### src/lbmeq_pkg.sv
`timescale 1ns / 1ps

package lbmeq_pkg;

    // Field widths of the two channels.
    localparam int C_POP_W = 32;
    localparam int C_DIR_W = 5;
    localparam int C_OUT_W = 32;

    // Per-cell accumulators carry five guard bits above the Q7.24 word.
    localparam int C_ACC_W = 37;

    // Velocity components are -1, 0 or +1.
    localparam logic signed [1:0] C_VEL_POS  = 2'sb01;
    localparam logic signed [1:0] C_VEL_NEG  = 2'sb11;
    localparam logic signed [1:0] C_VEL_ZERO = 2'sb00;

    typedef logic signed [C_ACC_W-1:0] t_acc;

    typedef struct packed {
        logic signed [1:0] cx;
        logic signed [1:0] cy;
        logic signed [1:0] cz;
    } t_vel;

    // Raw sums of one finished cell, handed from the front to the back.
    typedef struct packed {
        t_acc rho;
        t_acc mx;
        t_acc my;
        t_acc mz;
    } t_snap;

    // D3Q19 lattice velocity table; the first seven entries form D3Q7.
    function automatic t_vel f_vel(logic [C_DIR_W-1:0] dir);
        t_vel v;
        v = '{cx: C_VEL_ZERO, cy: C_VEL_ZERO, cz: C_VEL_ZERO};
        unique case (dir)
            5'd1:  v.cx = C_VEL_POS;
            5'd2:  v.cx = C_VEL_NEG;
            5'd3:  v.cy = C_VEL_POS;
            5'd4:  v.cy = C_VEL_NEG;
            5'd5:  v.cz = C_VEL_POS;
            5'd6:  v.cz = C_VEL_NEG;
            5'd7:  begin v.cx = C_VEL_POS; v.cy = C_VEL_POS; end
            5'd8:  begin v.cx = C_VEL_POS; v.cy = C_VEL_NEG; end
            5'd9:  begin v.cx = C_VEL_POS; v.cz = C_VEL_POS; end
            5'd10: begin v.cx = C_VEL_POS; v.cz = C_VEL_NEG; end
            5'd11: begin v.cy = C_VEL_POS; v.cz = C_VEL_POS; end
            5'd12: begin v.cy = C_VEL_POS; v.cz = C_VEL_NEG; end
            5'd13: begin v.cx = C_VEL_NEG; v.cy = C_VEL_POS; end
            5'd14: begin v.cx = C_VEL_NEG; v.cy = C_VEL_NEG; end
            5'd15: begin v.cx = C_VEL_NEG; v.cz = C_VEL_POS; end
            5'd16: begin v.cx = C_VEL_NEG; v.cz = C_VEL_NEG; end
            5'd17: begin v.cy = C_VEL_NEG; v.cz = C_VEL_POS; end
            5'd18: begin v.cy = C_VEL_NEG; v.cz = C_VEL_NEG; end
            default: v = '{cx: C_VEL_ZERO, cy: C_VEL_ZERO, cz: C_VEL_ZERO};
        endcase
        return v;
    endfunction

endpackage

### src/lbmeq_in_if.sv
`timescale 1ns / 1ps

interface lbmeq_in_if import lbmeq_pkg::*; ();
    logic                      valid;
    logic                      ready;
    logic signed [C_POP_W-1:0] population;
    logic [C_DIR_W-1:0]        direction;
    logic                      last_in;

    modport source (output valid, population, direction, last_in, input ready);
    modport sink   (input valid, population, direction, last_in, output ready);
endinterface

### src/lbmeq_front.sv
`timescale 1ns / 1ps

module lbmeq_front import lbmeq_pkg::*; #(
    parameter int NUM_DIRS = 19
) (
    input  logic       i_clk,
    input  logic       i_rst_n,
    lbmeq_in_if.sink   i_in,
    output logic       o_snap_valid,
    output t_snap      o_snap,
    input  logic       i_snap_ready
);

    localparam int SUM_W = C_ACC_W + 1;

    // Saturating add of +pop, -pop or nothing into one accumulator.
    function automatic t_acc f_acc_add(t_acc acc, logic signed [C_POP_W-1:0] pop,
                                       logic signed [1:0] c);
        logic signed [SUM_W-1:0] term;
        logic signed [SUM_W-1:0] sum;
        term = SUM_W'(pop);
        case (c)
            C_VEL_POS: sum = SUM_W'(acc) + term;
            C_VEL_NEG: sum = SUM_W'(acc) - term;
            default:   sum = SUM_W'(acc);
        endcase
        if (sum[SUM_W-1] != sum[SUM_W-2]) begin
            return sum[SUM_W-1] ? {1'b1, {(C_ACC_W-1){1'b0}}} : {1'b0, {(C_ACC_W-1){1'b1}}};
        end
        return sum[C_ACC_W-1:0];
    endfunction

    t_acc              r_rho, r_mx, r_my, r_mz;
    t_acc              n_rho, n_mx, n_my, n_mz;
    t_vel              w_vel;
    logic              w_dir_ok;
    logic signed [1:0] w_cd;
    logic              w_accept;

    assign i_in.ready = i_snap_ready;
    assign w_accept   = i_in.valid & i_in.ready;
    assign w_dir_ok   = i_in.direction < C_DIR_W'(NUM_DIRS);

    always_comb begin
        w_vel = f_vel(i_in.direction);
        w_cd  = C_VEL_POS;
        if (!w_dir_ok) begin
            w_vel = '{cx: C_VEL_ZERO, cy: C_VEL_ZERO, cz: C_VEL_ZERO};
            w_cd  = C_VEL_ZERO;
        end
        n_rho = f_acc_add(r_rho, i_in.population, w_cd);
        n_mx  = f_acc_add(r_mx, i_in.population, w_vel.cx);
        n_my  = f_acc_add(r_my, i_in.population, w_vel.cy);
        n_mz  = f_acc_add(r_mz, i_in.population, w_vel.cz);
    end

    // The last item of a cell is pushed together with its own contribution.
    assign o_snap_valid = w_accept & i_in.last_in;
    assign o_snap       = '{rho: n_rho, mx: n_mx, my: n_my, mz: n_mz};

    always_ff @(posedge i_clk) begin
        if (!i_rst_n) begin
            r_rho <= '0;
            r_mx  <= '0;
            r_my  <= '0;
            r_mz  <= '0;
        end else if (w_accept) begin
            if (i_in.last_in) begin
                r_rho <= '0;
                r_mx  <= '0;
                r_my  <= '0;
                r_mz  <= '0;
            end else begin
                r_rho <= n_rho;
                r_mx  <= n_mx;
                r_my  <= n_my;
                r_mz  <= n_mz;
            end
        end
    end

endmodule

### src/flat_wrapper.sv
// flat-port wrapper written by rule: the top's interface ports become plain ports
module lbmeq_front_flat import lbmeq_pkg::*;
#(
    parameter int NUM_DIRS = 19
)
  (i_clk, i_rst_n, o_snap_valid, o_snap, i_snap_ready, i_in_valid, i_in_population, i_in_direction, i_in_last_in, i_in_ready);
  lbmeq_in_if i_in_i ();
  input  logic i_clk;
  input  logic i_rst_n;
  output logic o_snap_valid;
  output t_snap o_snap;
  input  logic i_snap_ready;
  input wire logic [$bits(i_in_i.valid)-1:0] i_in_valid;
  input wire logic [$bits(i_in_i.population)-1:0] i_in_population;
  input wire logic [$bits(i_in_i.direction)-1:0] i_in_direction;
  input wire logic [$bits(i_in_i.last_in)-1:0] i_in_last_in;
  output wire logic [$bits(i_in_i.ready)-1:0] i_in_ready;
  assign i_in_i.valid = i_in_valid;
  assign i_in_i.population = i_in_population;
  assign i_in_i.direction = i_in_direction;
  assign i_in_i.last_in = i_in_last_in;
  assign i_in_ready = i_in_i.ready;
  lbmeq_front #(.NUM_DIRS(NUM_DIRS)) u_core (.i_clk(i_clk), .i_rst_n(i_rst_n), .i_in(i_in_i), .o_snap_valid(o_snap_valid), .o_snap(o_snap), .i_snap_ready(i_snap_ready));
endmodule
### config.mk
export PLATFORM = sky130hd
export DESIGN_NAME = lbmeq_front_flat
export DESIGN_NICKNAME = d
export VERILOG_FILES = /design/src/lbmeq_pkg.sv /design/src/lbmeq_in_if.sv /design/src/lbmeq_front.sv /design/src/flat_wrapper.sv
export SDC_FILE = /design/constraint.sdc
export NUM_CORES = 1
export LEC_CHECK = 0
export ABC_AREA = 1
export BUFFER_PORTS_ARGS = -buffer_cell sky130_fd_sc_hd__buf_2
export CORE_MARGIN = 10
export CORE_UTILIZATION = 41
export CTS_CLUSTER_DIAMETER = 50
export DETAILED_ROUTE_END_ITERATION = 7
export SLEW_MARGIN = 20
export SYNTH_ARGS = -nofsm -noshare
export SYNTH_HDL_FRONTEND = slang
export SYNTH_SLANG_ARGS = --single-unit
export TNS_END_PERCENT = 5
### constraint.sdc
create_clock -name i_clk -period 11.6 [get_ports i_clk]
set_clock_uncertainty 0.1 [all_clocks]
set_input_delay 1.16 -clock i_clk [delete_from_list [all_inputs] [get_ports i_clk]]
set_output_delay 1.16 -clock i_clk [all_outputs]
set_load 0.02 [all_outputs]
==> flow_metrics.py <==
metrics = {
    "cells_and_area": {
        "multi_input_gate_area_in_the_final_layout_um2": 16200,
        "final_cell_area_um2": 22800,
        "diodes": 0,
        "ff_latch_area_um2": 2960,
        "syn_to_final_growth_pct": 8.70,
        "drive_above_1_share_pct": 14.9,
        "final-instance-count-excl-fill": 4367,
        "filler_cell_count": 5606,
        "final_net_count": 3880,
        "final_core_utilization_pct": 45.4,
    },
    "clocking": {
        "htree_levels": 4,
        "worst_skew_pair.late_latency_ns": 0.50,
        "master_cell_of_the_clock_root_buffer": "sky130_fd_sc_hd__clkbuf_16",
        "post_cts.repair.setup_buffers": 0,
        "ctsHoldBuffers": 0,
        "tritoncts_num_sinks": 148,
        "cts.reportedPaths.clkPinSlew_ns": 0.07,
        "tritoncts": "yes",
        "cts_buffers": 17,
        "cts_repair_resize_count": 0,
        "cts_buffer_depth": 2,
    },
    "timing": {
        "min_period_ns": 9.32,
        "drv_slew": 0,
        "maxSlewHeadroom_pct": 30.0,
        "maximum_clock_frequency_mhz": 107,
        "final.setup.worst_slack_ns": 2.28,
        "fin_tns_setup_ns": 0,
        "rsz0062_at_grt": "false",
        "finalHoldViolations": 0,
        "post-route-period-util_pct": 80.4,
        "setup_violations": 0,
        "max_slew.worst_pin.slew_ns": 1.05,
    },
    "placement": {
        "place.port_buffers": 191,
        "dp.final_hpwl_mm": 66.2,
        "number_of_placed_instances_taps_included": 4335,
        "post_dp_cell_area_um2": 22300,
        "globalplace.congestion": 1.02,
        "pre_cts_ws_ns": 2.43,
    },
    "global_route": {
        "grt_use_total_pct": 26.4,
        "grt_max_degree": 149,
        "first_global_vias": 21807,
        "grt_antenna_before_repair": 0,
        "grt_pass1_wl_mm": 126,
        "grt_overflow": 0,
    },
    "synth": {
        "synthArstFlopShare_pct": 0,
        "synthFlopType": "sky130_fd_sc_hd__dfxtp_1",
        "synth-seq-cells": 148,
        "synth_top_cells_by_count": "1120 x sky130_fd_sc_hd__nand2_1, 324 x sky130_fd_sc_hd__a21oi_1, 322 x sky130_fd_sc_hd__nor2_1",
        "synthesis.yosys.warnings": 0,
        "yosysSeqAreaShare_pct": 14.1,
        "post_synth_inst_count": 3588,
        "synth-edff-count": 0,
        "syn_area_um2": 21000,
        "synth_nets": 3786,
        "yosys.area.top_type": "sky130_fd_sc_hd__nand2_1",
        "netlist-cell-type-count": 49,
        "yosys.cell_count.top_type": "sky130_fd_sc_hd__nand2_1",
        "syn_avg_cell_area_um2": 5.86,
        "yosys.area.top_type_share_pct": 20.0,
        "synth.top_cells.by_area": "sky130_fd_sc_hd__nand2_1 20%, sky130_fd_sc_hd__dfxtp_1 14%, sky130_fd_sc_hd__ha_1 9.0%",
    },
    "detailed_routing": {
        "first_iter_violations": 1811,
        "vias": 23483,
        "detail_route.vias_per_cell": 5.38,
        "number_of_iterations_in_the_first_detailed_routing_pass": 5,
        "drc": 0,
        "routed_wirelength_mm": 81.8,
        "route.detailed.wl_per_inst_um": 18.7,
        "ant_nets": 0,
    },
    "floorplan": {
        "die_x_um": 246,
        "floorplan.die_area_um2": 60700,
        "ios": 192,
        "die-height_um": 246,
        "placement_rows": 82,
        "start_util_pct": 41.7,
        "coreArea_um2": 50400,
    },
    "setup_path": {
        "critical_path_peak_fanout": 35,
        "cp_max_stage_cell": "sky130_fd_sc_hd__ha_1",
        "path_common_cell": "sky130_fd_sc_hd__nand2_1",
        "critical_path_start_end_classification": "primary input to output pin",
        "critical_path.startpoint_type": "primary input",
        "cp_data_required_time_ns": 10.34,
        "worst_ep_arrival_time_ns": 8.06,
        "cpPeakStageDelay_ns": 0.96,
        "timing.critical_path.to_type": "output pin",
    },
    "status": {
        "run_status": "completed",
    },
    "power_and_ir_drop": {
        "peakVddDrop_v": 0.000123,
        "power.density_nw_per_um2": 115,
        "power.static_leakage_uw": 0.0110,
    },
    "run": {
        "drv_cap": 0,
    },
    "hold_path": {
        "hp-class": "register to register",
    },
}
==> per-layer routing <==
metal  global-route usage [%]  vias up  share of wire (%)
li1                         -    12001                  -
met1                     34.7    10758                 46
met2                     43.2      619                 46
met3                     4.21      105                5.9
met4                     8.33        0                2.5
met5                        0        -                  0
==> worst paths after layout <==
path	from	to	slack (ns)	cells past startpoint
setup reg to reg	u_core.r_mx[4]$_SDFFE_PN0P_	u_core.r_mx[0]$_SDFFE_PN0P_	6.15	17
setup / recovery	i_in_population[0]	o_snap[78]	2.28	31
hold reg to reg	u_core.r_mz[0]$_SDFFE_PN0P_	u_core.r_mz[0]$_SDFFE_PN0P_	0.38	2
hold / removal	u_core.r_mz[0]$_SDFFE_PN0P_	u_core.r_mz[0]$_SDFFE_PN0P_	0.38	2
==> cell type report <==
class | count | area share (%)
multi-input cells | 3005 | 71.1
flip-flops and latches | 148 | 13.0
inverters | 305 | 5.03
repair buffers | 205 | 4.70
well taps | 672 | 3.68
clock buffers | 21 | 1.97
clock inverters | 11 | 0.564
==> kinds of logic after synthesis <==
logic type / after synthesis / synth area share [%]
and+or+nand+nor: 1962 / 42.5
buffers and inverters: 435 / 8.70
adders and majority gates: 156 / 9.43
muxes: 7 / 0.333
xor gates and xnor gates: 77 / 3.21
DFF: 148 / 14.1
AOI/OAI and AO/OA: 803 / 21.8
==> critical path: cells and delay by family <==
family                     cells  cell delay, ns
and+or+nand+nor               18            2.83
adders and majority gates      3            1.52
AOI/OAI and AO/OA              5            1.34
buffers and inverters          5            1.16
==> layout by cell type, fill, tap and decap left out, types with 7 or more instances in the layout <==
cell type and count:
sky130_fd_sc_hd__o211ai_1 31, sky130_fd_sc_hd__a21o_1 14, sky130_fd_sc_hd__xnor2_1 41, sky130_fd_sc_hd__xor2_1 36, sky130_fd_sc_hd__inv_1 290, sky130_fd_sc_hd__nor2_1 321, sky130_fd_sc_hd__o21a_1 14, sky130_fd_sc_hd__nand2_2 68
sky130_fd_sc_hd__nand3_1 209, sky130_fd_sc_hd__a21oi_2 80, sky130_fd_sc_hd__mux2i_1 7, sky130_fd_sc_hd__ha_1 152, sky130_fd_sc_hd__o21bai_1 30, sky130_fd_sc_hd__o21ai_0 287, sky130_fd_sc_hd__dfxtp_1 148, sky130_fd_sc_hd__nand2_4 77
sky130_fd_sc_hd__nand3b_1 16, sky130_fd_sc_hd__nor3_1 36, sky130_fd_sc_hd__nand3_4 7, sky130_fd_sc_hd__clkbuf_16 17, sky130_fd_sc_hd__inv_2 12, sky130_fd_sc_hd__nor2_2 8, sky130_fd_sc_hd__nand2_1 1119, sky130_fd_sc_hd__or2_2 41
sky130_fd_sc_hd__buf_4 13, sky130_fd_sc_hd__buf_2 191, sky130_fd_sc_hd__a21oi_1 324, sky130_fd_sc_hd__nand4_1 27, sky130_fd_sc_hd__o21ai_1 12, sky130_fd_sc_hd__nand3_2 16
==> through the flow <==
stage / hold WS (ns) / total power (uW)
CTS: 0.385 / 2640
detailed placement: 0.375 / 2050
finish: 0.381 / 2630
floorplan: 0.355 / 1630
global placement: 0.370 / 2050
global route: 0.400 / 2800
==> report_power, final <==
part	leakage, uW	internal (uW)	switching, uW	total, uW
Combinational	0.00958	452	1030	1480
Sequential	0.00120	534	26.9	560
Clock	0.000266	322	262	584
Total	0.0110	1310	1320	2630
==> registers in the layout, summed over array words and instances, names as in the netlist <==
name and cells:
u_core.r_mx 37, u_core.r_rho 37, u_core.r_mz 37, u_core.r_my 37
Note: power is estimated with default switching activity, not from simulation.
