===== config.mk =====
export PLATFORM = sky130hd
export DESIGN_NAME = lbmeq_back_flat
export DESIGN_NICKNAME = d
export VERILOG_FILES = /design/src/lbmeq_pkg.sv /design/src/lbmeq_out_if.sv /design/src/lbmeq_back.sv /design/src/flat_wrapper.sv
export SDC_FILE = /design/constraint.sdc
export NUM_CORES = 2
export LEC_CHECK = 0
export ABC_AREA = 1
export BUFFER_PORTS_ARGS = -buffer_cell sky130_fd_sc_hd__buf_2
export CAP_MARGIN = 20
export CORE_ASPECT_RATIO = 1.4
export CORE_MARGIN = 3
export CORE_UTILIZATION = 60
export CTS_CLUSTER_DIAMETER = 120
export CTS_CLUSTER_SIZE = 25
export DETAILED_ROUTE_END_ITERATION = 16
export PLACE_DENSITY_LB_ADDON = 0.1
export SLEW_MARGIN = 20
export SYNTH_ARGS = -nofsm -noshare
export SYNTH_HDL_FRONTEND = slang
export SYNTH_SLANG_ARGS = --single-unit

===== constraint.sdc =====
create_clock -name i_clk -period 9.4 [get_ports i_clk]
set_input_delay 1.41 -clock i_clk [delete_from_list [all_inputs] [get_ports i_clk]]
set_output_delay 1.41 -clock i_clk [all_outputs]
set_load 0.01 [all_outputs]

===== src/lbmeq_pkg.sv =====
`timescale 1ns / 1ps

package lbmeq_pkg;

    // Field widths of the two channels.
    localparam int C_POP_W = 32;
    localparam int C_DIR_W = 5;
    localparam int C_OUT_W = 32;

    // Per-cell accumulators carry five guard bits above the Q7.24 word.
    localparam int C_ACC_W = 37;

    // Velocity components are -1, 0 or +1.
    localparam logic signed [1:0] C_VEL_POS  = 2'sb01;
    localparam logic signed [1:0] C_VEL_NEG  = 2'sb11;
    localparam logic signed [1:0] C_VEL_ZERO = 2'sb00;

    typedef logic signed [C_ACC_W-1:0] t_acc;

    typedef struct packed {
        logic signed [1:0] cx;
        logic signed [1:0] cy;
        logic signed [1:0] cz;
    } t_vel;

    // Raw sums of one finished cell, handed from the front to the back.
    typedef struct packed {
        t_acc rho;
        t_acc mx;
        t_acc my;
        t_acc mz;
    } t_snap;

    // D3Q19 lattice velocity table; the first seven entries form D3Q7.
    function automatic t_vel f_vel(logic [C_DIR_W-1:0] dir);
        t_vel v;
        v = '{cx: C_VEL_ZERO, cy: C_VEL_ZERO, cz: C_VEL_ZERO};
        unique case (dir)
            5'd1:  v.cx = C_VEL_POS;
            5'd2:  v.cx = C_VEL_NEG;
            5'd3:  v.cy = C_VEL_POS;
            5'd4:  v.cy = C_VEL_NEG;
            5'd5:  v.cz = C_VEL_POS;
            5'd6:  v.cz = C_VEL_NEG;
            5'd7:  begin v.cx = C_VEL_POS; v.cy = C_VEL_POS; end
            5'd8:  begin v.cx = C_VEL_POS; v.cy = C_VEL_NEG; end
            5'd9:  begin v.cx = C_VEL_POS; v.cz = C_VEL_POS; end
            5'd10: begin v.cx = C_VEL_POS; v.cz = C_VEL_NEG; end
            5'd11: begin v.cy = C_VEL_POS; v.cz = C_VEL_POS; end
            5'd12: begin v.cy = C_VEL_POS; v.cz = C_VEL_NEG; end
            5'd13: begin v.cx = C_VEL_NEG; v.cy = C_VEL_POS; end
            5'd14: begin v.cx = C_VEL_NEG; v.cy = C_VEL_NEG; end
            5'd15: begin v.cx = C_VEL_NEG; v.cz = C_VEL_POS; end
            5'd16: begin v.cx = C_VEL_NEG; v.cz = C_VEL_NEG; end
            5'd17: begin v.cy = C_VEL_NEG; v.cz = C_VEL_POS; end
            5'd18: begin v.cy = C_VEL_NEG; v.cz = C_VEL_NEG; end
            default: v = '{cx: C_VEL_ZERO, cy: C_VEL_ZERO, cz: C_VEL_ZERO};
        endcase
        return v;
    endfunction

endpackage


===== src/lbmeq_out_if.sv =====
`timescale 1ns / 1ps

interface lbmeq_out_if import lbmeq_pkg::*; ();
    logic                      valid;
    logic                      ready;
    logic signed [C_OUT_W-1:0] equilibrium;
    logic [C_DIR_W-1:0]        out_direction;
    logic                      last_out;

    modport source (output valid, equilibrium, out_direction, last_out, input ready);
    modport sink   (input valid, equilibrium, out_direction, last_out, output ready);
endinterface


===== src/lbmeq_back.sv =====
`timescale 1ns / 1ps

module lbmeq_back import lbmeq_pkg::*; #(
    parameter int NUM_DIRS  = 19,
    parameter int FRAC_BITS = 24
) (
    input  logic        i_clk,
    input  logic        i_rst_n,
    input  logic        i_snap_valid,
    input  t_snap       i_snap,
    output logic        o_snap_ready,
    lbmeq_out_if.source o_out
);

    // Width of the squared terms after the fraction shift, of the numerator,
    // and of the byte-serial dividend.
    localparam int PW     = 64 - FRAC_BITS;
    localparam int NW     = PW + 5;
    localparam int STEPS  = (NW + 7) / 8;
    localparam int DVD_W  = STEPS * 8;
    localparam int SCNT_W = $clog2(STEPS);

    localparam logic [3:0] S_IDLE = 4'd0;
    localparam logic [3:0] S_ABSU = 4'd1;
    localparam logic [3:0] S_SQ   = 4'd2;
    localparam logic [3:0] S_CU   = 4'd3;
    localparam logic [3:0] S_ABS  = 4'd4;
    localparam logic [3:0] S_MUL  = 4'd5;
    localparam logic [3:0] S_NUM  = 4'd6;
    localparam logic [3:0] S_PREP = 4'd7;
    localparam logic [3:0] S_DIV  = 4'd8;
    localparam logic [3:0] S_OUT  = 4'd9;

    // Reciprocals for the quotient digit: floor(v * R / 2^15) equals v / 3 or v / 9
    // for every digit value that the divider can form.
    localparam logic [13:0] C_RECIP3 = 14'd10923;
    localparam logic [13:0] C_RECIP9 = 14'd3641;
    localparam int          C_RSH    = 15;

    function automatic logic signed [31:0] f_clamp32(t_acc v);
        if ((&v[C_ACC_W-1:31]) || !(|v[C_ACC_W-1:31])) begin
            return v[31:0];
        end
        return v[C_ACC_W-1] ? 32'sh8000_0000 : 32'sh7FFF_FFFF;
    endfunction

    function automatic logic [31:0] f_abs32(logic signed [31:0] v);
        return v[31] ? 32'(-v) : 32'(v);
    endfunction

    function automatic logic signed [33:0] f_term(logic signed [1:0] c, logic signed [31:0] u);
        case (c)
            C_VEL_POS: return 34'(u);
            C_VEL_NEG: return -34'(u);
            default:   return 34'sd0;
        endcase
    endfunction

    logic [3:0]              r_state, n_state;
    logic [1:0]              r_cnt, n_cnt;
    logic [C_DIR_W-1:0]      r_q, n_q;
    logic [SCNT_W-1:0]       r_step, n_step;
    logic                    r_out_valid, n_out_valid;

    logic signed [31:0]      r_rho, r_ux, r_uy, r_uz;
    logic [31:0]             r_ax, r_ay, r_az;
    logic [63:0]             r_uu;
    logic [63:0]             r_prod;
    logic signed [33:0]      r_cu;
    logic [31:0]             r_m;
    logic [NW-1:0]           r_num;
    logic                    r_neg;
    logic                    r_d9;
    logic [DVD_W-1:0]        r_dvd;
    logic [DVD_W-1:0]        r_quo;
    logic [3:0]              r_rem;
    logic signed [C_OUT_W-1:0] r_eq;
    logic [C_DIR_W-1:0]      r_dir;
    logic                    r_last;

    logic [31:0]             w_mul_op;
    logic [63:0]             w_sq;
    t_vel                    w_vel;
    logic signed [33:0]      w_cu;
    logic [33:0]             w_cu_mag;
    logic [PW-1:0]           w_p, w_u;
    logic [NW-1:0]           w_num;
    logic [1:0]              w_cls;
    logic [6:0]              w_addend;
    logic [NW-1:0]           w_x;
    logic [NW-1:0]           w_y;
    logic [11:0]             w_v;
    logic [25:0]             w_vr;
    logic [7:0]              w_qd;
    logic [11:0]             w_qm;
    logic [11:0]             w_rem;
    logic signed [C_OUT_W-1:0] w_eq;
    logic                    w_slot;
    logic                    w_last_dir;

    // ---- shared 32x32 squarer ----
    always_comb begin
        if (r_state == S_SQ) begin
            case (r_cnt)
                2'd0:    w_mul_op = r_ax;
                2'd1:    w_mul_op = r_ay;
                default: w_mul_op = r_az;
            endcase
        end else begin
            w_mul_op = r_m;
        end
    end
    assign w_sq = w_mul_op * w_mul_op;

    // ---- c.u for the current direction ----
    assign w_vel    = f_vel(r_q);
    assign w_cu     = f_term(w_vel.cx, r_ux) + f_term(w_vel.cy, r_uy) + f_term(w_vel.cz, r_uz);
    assign w_cu_mag = r_cu[33] ? 34'(-r_cu) : 34'(r_cu);

    // ---- numerator 2 rho + 6 cu + 9 P - 3 U ----
    assign w_p   = PW'(r_prod >> FRAC_BITS);
    assign w_u   = PW'(r_uu >> FRAC_BITS);
    assign w_num = (NW'(r_rho) << 1) + (NW'(r_cu) << 2) + (NW'(r_cu) << 1)
                 + (NW'(w_p) << 3) + NW'(w_p) - (NW'(w_u) << 1) - NW'(w_u);

    // ---- magnitude plus half divisor, then the power-of-two part of the divisor ----
    always_comb begin
        if (r_q == '0) begin
            w_cls = 2'd0;
        end else if (r_q < C_DIR_W'(7)) begin
            w_cls = 2'd1;
        end else begin
            w_cls = 2'd2;
        end
        case (w_cls)
            2'd0:    w_addend = 7'd3;
            2'd1:    w_addend = 7'd18;
            default: w_addend = 7'd36;
        endcase
        // For a negative numerator, -n + h is formed as ~n + (h + 1).
        if (r_num[NW-1]) begin
            w_x = ~r_num + NW'(w_addend + 7'd1);
        end else begin
            w_x = r_num + NW'(w_addend);
        end
        case (w_cls)
            2'd0:    w_y = w_x >> 1;
            2'd1:    w_y = w_x >> 2;
            default: w_y = w_x >> 3;
        endcase
    end

    // ---- one quotient byte per cycle by 3 or 9 ----
    assign w_v   = {r_rem, r_dvd[DVD_W-1 -: 8]};
    assign w_vr  = 26'(w_v) * 26'(r_d9 ? C_RECIP9 : C_RECIP3);
    assign w_qd  = w_vr[C_RSH +: 8];
    assign w_qm  = r_d9 ? (12'({w_qd, 3'b000}) + 12'(w_qd)) : (12'({w_qd, 1'b0}) + 12'(w_qd));
    assign w_rem = w_v - w_qm;

    // ---- sign and saturation of the rounded quotient ----
    always_comb begin
        if (!r_neg) begin
            if (|r_quo[DVD_W-1:31]) w_eq = 32'sh7FFF_FFFF;
            else                    w_eq = $signed(r_quo[31:0]);
        end else begin
            if ((|r_quo[DVD_W-1:32]) || (r_quo[31] && (|r_quo[30:0]))) begin
                w_eq = 32'sh8000_0000;
            end else begin
                w_eq = $signed(32'(-r_quo[31:0]));
            end
        end
    end

    assign w_slot     = !r_out_valid || o_out.ready;
    assign w_last_dir = (r_q == C_DIR_W'(NUM_DIRS - 1));
    assign o_snap_ready = (r_state == S_IDLE);

    // ---- sequencer ----
    always_comb begin
        n_state     = r_state;
        n_cnt       = r_cnt;
        n_q         = r_q;
        n_step      = r_step;
        n_out_valid = r_out_valid;
        if (r_out_valid && o_out.ready) n_out_valid = 1'b0;
        unique case (r_state)
            S_IDLE: if (i_snap_valid) n_state = S_ABSU;
            S_ABSU: begin
                n_state = S_SQ;
                n_cnt   = 2'd0;
            end
            S_SQ: begin
                n_cnt = r_cnt + 2'd1;
                if (r_cnt == 2'd3) begin
                    n_state = S_CU;
                    n_q     = '0;
                end
            end
            S_CU:   n_state = S_ABS;
            S_ABS:  n_state = S_MUL;
            S_MUL:  n_state = S_NUM;
            S_NUM:  n_state = S_PREP;
            S_PREP: begin
                n_state = S_DIV;
                n_step  = '0;
            end
            S_DIV: begin
                n_step = r_step + SCNT_W'(1);
                if (r_step == SCNT_W'(STEPS - 1)) n_state = S_OUT;
            end
            S_OUT: begin
                if (w_slot) begin
                    n_out_valid = 1'b1;
                    if (w_last_dir) begin
                        n_state = S_IDLE;
                    end else begin
                        n_state = S_CU;
                        n_q     = r_q + C_DIR_W'(1);
                    end
                end
            end
            default: n_state = S_IDLE;
        endcase
    end

    always_ff @(posedge i_clk) begin
        if (!i_rst_n) begin
            r_state     <= S_IDLE;
            r_cnt       <= 2'd0;
            r_q         <= '0;
            r_step      <= '0;
            r_out_valid <= 1'b0;
        end else begin
            r_state     <= n_state;
            r_cnt       <= n_cnt;
            r_q         <= n_q;
            r_step      <= n_step;
            r_out_valid <= n_out_valid;
        end
    end

    // ---- datapath registers ----
    always_ff @(posedge i_clk) begin
        r_prod <= w_sq;
        case (r_state)
            S_IDLE: begin
                r_rho <= f_clamp32(i_snap.rho);
                r_ux  <= f_clamp32(i_snap.mx);
                r_uy  <= f_clamp32(i_snap.my);
                r_uz  <= f_clamp32(i_snap.mz);
            end
            S_ABSU: begin
                r_ax <= f_abs32(r_ux);
                r_ay <= f_abs32(r_uy);
                r_az <= f_abs32(r_uz);
                r_uu <= '0;
            end
            S_SQ: begin
                if (r_cnt != 2'd0) r_uu <= r_uu + r_prod;
            end
            S_CU:  r_cu <= w_cu;
            S_ABS: r_m  <= (|w_cu_mag[33:32]) ? 32'hFFFF_FFFF : w_cu_mag[31:0];
            S_NUM: r_num <= w_num;
            S_PREP: begin
                r_neg <= r_num[NW-1];
                r_d9  <= (w_cls != 2'd0);
                r_dvd <= DVD_W'(w_y);
                r_rem <= 4'd0;
            end
            S_DIV: begin
                r_dvd <= r_dvd << 8;
                r_quo <= {r_quo[DVD_W-9:0], w_qd};
                r_rem <= w_rem[3:0];
            end
            S_OUT: begin
                if (w_slot) begin
                    r_eq   <= w_eq;
                    r_dir  <= r_q;
                    r_last <= w_last_dir;
                end
            end
            default: ;
        endcase
    end

    assign o_out.valid         = r_out_valid;
    assign o_out.equilibrium   = r_eq;
    assign o_out.out_direction = r_dir;
    assign o_out.last_out      = r_last;

    a_rem_bound: assert property (@(posedge i_clk) disable iff (!i_rst_n)
        (r_state == S_DIV) |-> ((r_d9 && r_rem < 4'd9) || (!r_d9 && r_rem < 4'd3)))
        else $error("divider remainder not below divisor");

    a_last_dir: assert property (@(posedge i_clk) disable iff (!i_rst_n)
        (o_out.valid && o_out.last_out) |-> (o_out.out_direction == C_DIR_W'(NUM_DIRS - 1)))
        else $error("last mark on a direction other than the final one");

    a_dir_range: assert property (@(posedge i_clk) disable iff (!i_rst_n)
        (r_state == S_OUT) |-> (r_q < C_DIR_W'(NUM_DIRS)))
        else $error("direction counter ran past the lattice");

    a_pop_idle: assert property (@(posedge i_clk) disable iff (!i_rst_n)
        (r_state == S_IDLE && i_snap_valid) |=> (r_state == S_ABSU))
        else $error("snapshot taken without starting a cell");

endmodule


===== src/flat_wrapper.sv =====
// flat-port wrapper written by rule: the top's interface ports become plain ports
module lbmeq_back_flat import lbmeq_pkg::*;
#(
    parameter int NUM_DIRS  = 19,
    parameter int FRAC_BITS = 24
)
  (i_clk, i_rst_n, i_snap_valid, i_snap, o_snap_ready, o_out_valid, o_out_equilibrium, o_out_out_direction, o_out_last_out, o_out_ready);
  lbmeq_out_if o_out_i ();
  input  logic i_clk;
  input  logic i_rst_n;
  input  logic i_snap_valid;
  input  t_snap i_snap;
  output logic o_snap_ready;
  output wire logic [$bits(o_out_i.valid)-1:0] o_out_valid;
  output wire logic [$bits(o_out_i.equilibrium)-1:0] o_out_equilibrium;
  output wire logic [$bits(o_out_i.out_direction)-1:0] o_out_out_direction;
  output wire logic [$bits(o_out_i.last_out)-1:0] o_out_last_out;
  input wire logic [$bits(o_out_i.ready)-1:0] o_out_ready;
  assign o_out_valid = o_out_i.valid;
  assign o_out_equilibrium = o_out_i.equilibrium;
  assign o_out_out_direction = o_out_i.out_direction;
  assign o_out_last_out = o_out_i.last_out;
  assign o_out_i.ready = o_out_ready;
  lbmeq_back #(.NUM_DIRS(NUM_DIRS), .FRAC_BITS(FRAC_BITS)) u_core (.i_clk(i_clk), .i_rst_n(i_rst_n), .i_snap_valid(i_snap_valid), .i_snap(i_snap), .o_snap_ready(o_snap_ready), .o_out(o_out_i));
endmodule

==> results.json <==
{
  "fill_cells": 11800,
  "worst_slew_pin_slew_ns": 1.18,
  "hp-start": "u_core.r_quo[36]",
  "crit_type": "flip-flop to flip-flop",
  "cts_tree": "built",
  "drt_pass1_iterations": 9,
  "die_w_um": 317,
  "synth_top_area_share": 0.258,
  "place_congestion": 1.12,
  "reg2regPathDepth": 33,
  "drt_iter0_markers": 7173,
  "most-common-layout-cells": "inv_1, nand2_1, fa_1",
  "hold_depth": 0,
  "core-area_mm2": 0.134,
  "crit_slowest_cell": "fa_1",
  "overflow": 0,
  "final_core_util": 0.635,
  "async_flop_share": 0,
  "wl_met2_mm": 141,
  "drt-total-wl_mm": 303,
  "rsz0062_at_grt": "no",
  "root_buffer": "clkbuf_16",
  "crit_path_end_kind": "flip-flop",
  "layout.cells.non_filler": 11800,
  "ys_seq_area_frac": 0.218,
  "grt_pass1_vias": 73300,
  "netlist_area_mm2": 0.0812,
  "status": "completed",
  "fmax_mhz": 110,
  "drv_slew": 0,
  "cts_hold_buffers": 0,
  "portBuffers": 191,
  "cts_buffers": 29,
  "clkLatencyLatePin_ns": 0.73,
  "dp_hpwl_mm": 249,
  "cts.clk_slew.worst_paths_ns": 0.11,
  "arrival_ns": 9.65,
  "antenna_left": 0,
  "final_common_cell": "inv_1",
  "routedWlPerCell_um": 25.6,
  "grt_max_degree": 77,
  "initial_core_util": 0.605,
  "cp_max_fo": 33,
  "cts_max_path_buffers": 3,
  "yosysTopAreaCell": "fa_1",
  "antenna_found_initial": 19,
  "worstHoldEndpoint": "u_core.r_quo[44]",
  "synth_cell_types": 80,
  "synthTopCellsByArea": "fa_1, edfxtp_1, inv_1, ha_1, nand2_1",
  "clock-skew-final_ns": 0.0525,
  "vias": 71000,
  "top_layer_used": "met5",
  "slew_headroom": 0.211,
  "critPathMaxStageDelay_ns": 0.58,
  "drc": 0,
  "die_h_um": 441,
  "worst_r2r_endpoint": "u_core.r_prod[35]",
  "syn_avg_cell_area_um2": 8.18,
  "place_inst": 11800,
  "die_area_mm2": 0.140,
  "grt_util_all_layers": 0.442,
  "syn_nets": 11700,
  "cp_num_cells": 33,
  "hold_violations": 0,
  "synth_cells": 9933,
  "fin_crit_sh": 0.967,
  "cap_violations": 0,
  "yosysWarningCount": 0,
  "r2r_slack_ns": 0.31,
  "pin_count": 192,
  "fin_crit_ns": 9.09,
  "dr_wl_met3_mm": 30.2,
  "htreeDepth": 1,
  "wl_met1_mm": 97.0,
  "setup_tns_ns": 0,
  "synth_flop_cell": "edfxtp_1",
  "setup_violations": 0,
  "worst_path_most_repeated_cell": "inv_1",
  "drive_gt1_frac": 0.0563,
  "cp_top_family": "adder cells",
  "synth_edf_count": 539,
  "worst-endpoint-required_ns": 9.96,
  "grt_pass1_wl_mm": 450,
  "vias_per_cell": 6.00,
  "reg2reg_from": "u_core.r_cnt[0]",
  "nNetsFinal": 11800,
  "ys_ff_latch": 617,
  "hold_path_class": "flip-flop to flip-flop",
  "numClockSinks": 617,
  "cp-start-kind": "flip-flop",
  "rows": 159,
  "cp.buffers_inverters": 12,
  "syn2layout_area_growth_pct": 4.98
}
registers in the layout (all words and copies together), names as in the netlist, 5 cells and up:
name and flops:
u_core.r_ay 32, u_core.r_quo 48, u_core.r_rho 32, u_core.r_uy 32, u_core.r_ax 32, u_core.r_cu 34
u_core.r_az 32, u_core.r_ux 32, u_core.o_out.equilibrium 32, u_core.r_prod 63, u_core.r_uz 32, u_core.r_q 5
u_core.r_m 32, u_core.r_uu 64, u_core.r_dvd 48, u_core.r_num 45, u_core.o_out.out_direction 5
logic make-up (layout without fill, tap and decap cells):
family / after synthesis / count (layout) / share of synthesized area
compound gates: 1244 / 1244 / 0.0883
xor+xnor: 358 / 358 / 0.0386
fa+ha+maj: 1650 / 1650 / 0.351
buf+inv: 2384 / 2503 / 0.113
flops: 617 / 617 / 0.218
mux: 1 / 1 / 0.000123
other cells: 0 / 16 / 0
simple gates: 3679 / 3679 / 0.190
worst max path at each step:
stage,start,slack (ns),end
after floorplan,u_core.r_cnt[0],1.82,u_core.r_prod[60]
after global placement,u_core.r_cnt[0],0.65,u_core.r_prod[35]
after detailed placement,u_core.r_cnt[0],0.55,u_core.r_prod[61]
after CTS,u_core.r_cnt[0],0.48,u_core.r_prod[61]
after global routing,u_core.r_state[2],0.03,u_core.r_prod[35]
final,u_core.r_cnt[0],0.31,u_core.r_prod[35]
worst reg2reg max path, delay by kind of cell (launching register included):
kind                       cells  cell delay [ns]
DFF                            1             0.36
AOI/OAI and AO/OA              3             0.78
and+or+nand+nor                6             1.41
xor gates and xnor gates       2             0.52
buffers and inverters         12             1.36
adders and majority gates     10             4.51
metrics by stage:
stage	hold slack, ns	setup WS (ns)	area (um2)
3_3_place_gp	0.436	0.650	84100
6_report	0.461	0.310	85300
5_1_grt	0.478	0.0317	85200
4_1_cts	0.465	0.480	85000
3_5_place_dp	0.440	0.555	84100
2_1_floorplan	0.424	1.82	81200
synthesized netlist by cell type, drive strengths merged (9+ instances only):
cell,instances
a21oi,407
fa,1047
a21o,47
nor3,107
edfxtp,539
or2,30
ha,603
o211ai,12
nand2,1849
nor4,50
a21boi,14
a31oi,60
nand4,111
nor2,1067
xnor2,84
dfxtp,78
nand3b,17
xor2,274
nand3,426
and3,9
o21a,31
o21ai,520
o21bai,56
inv,2163
o22ai,57
buf,118
clkbuf,100
layout make-up:
class / count / area, um2 / share of cell area
multi-input combinational: 6932 / 54600 / 0.640
sequential: 617 / 17700 / 0.208
inverter: 2166 / 8140 / 0.0955
tap: 1771 / 2220 / 0.0260
timing repair buffer: 284 / 1710 / 0.0200
clock buffer: 48 / 797 / 0.00935
clock inverter: 5 / 60.1 / 0.000704
antenna: 16 / 40.0 / 0.000470
what timing repair did:
action,CTS,global route
setup buffers,0,0
gates resized for setup,0,2
endpoints found under the setup margin,0,2
per-layer routing:
layer  vias to the layer above  track usage
met3                      1518        0.128
met1                     33900        0.466
met5                         -            0
met4                        12        0.398
met2                      4245        0.714
li1                      31300            -
Power is not shown: default switching activity piles up to over one toggle a cycle in this logic, so the estimate is an artifact.
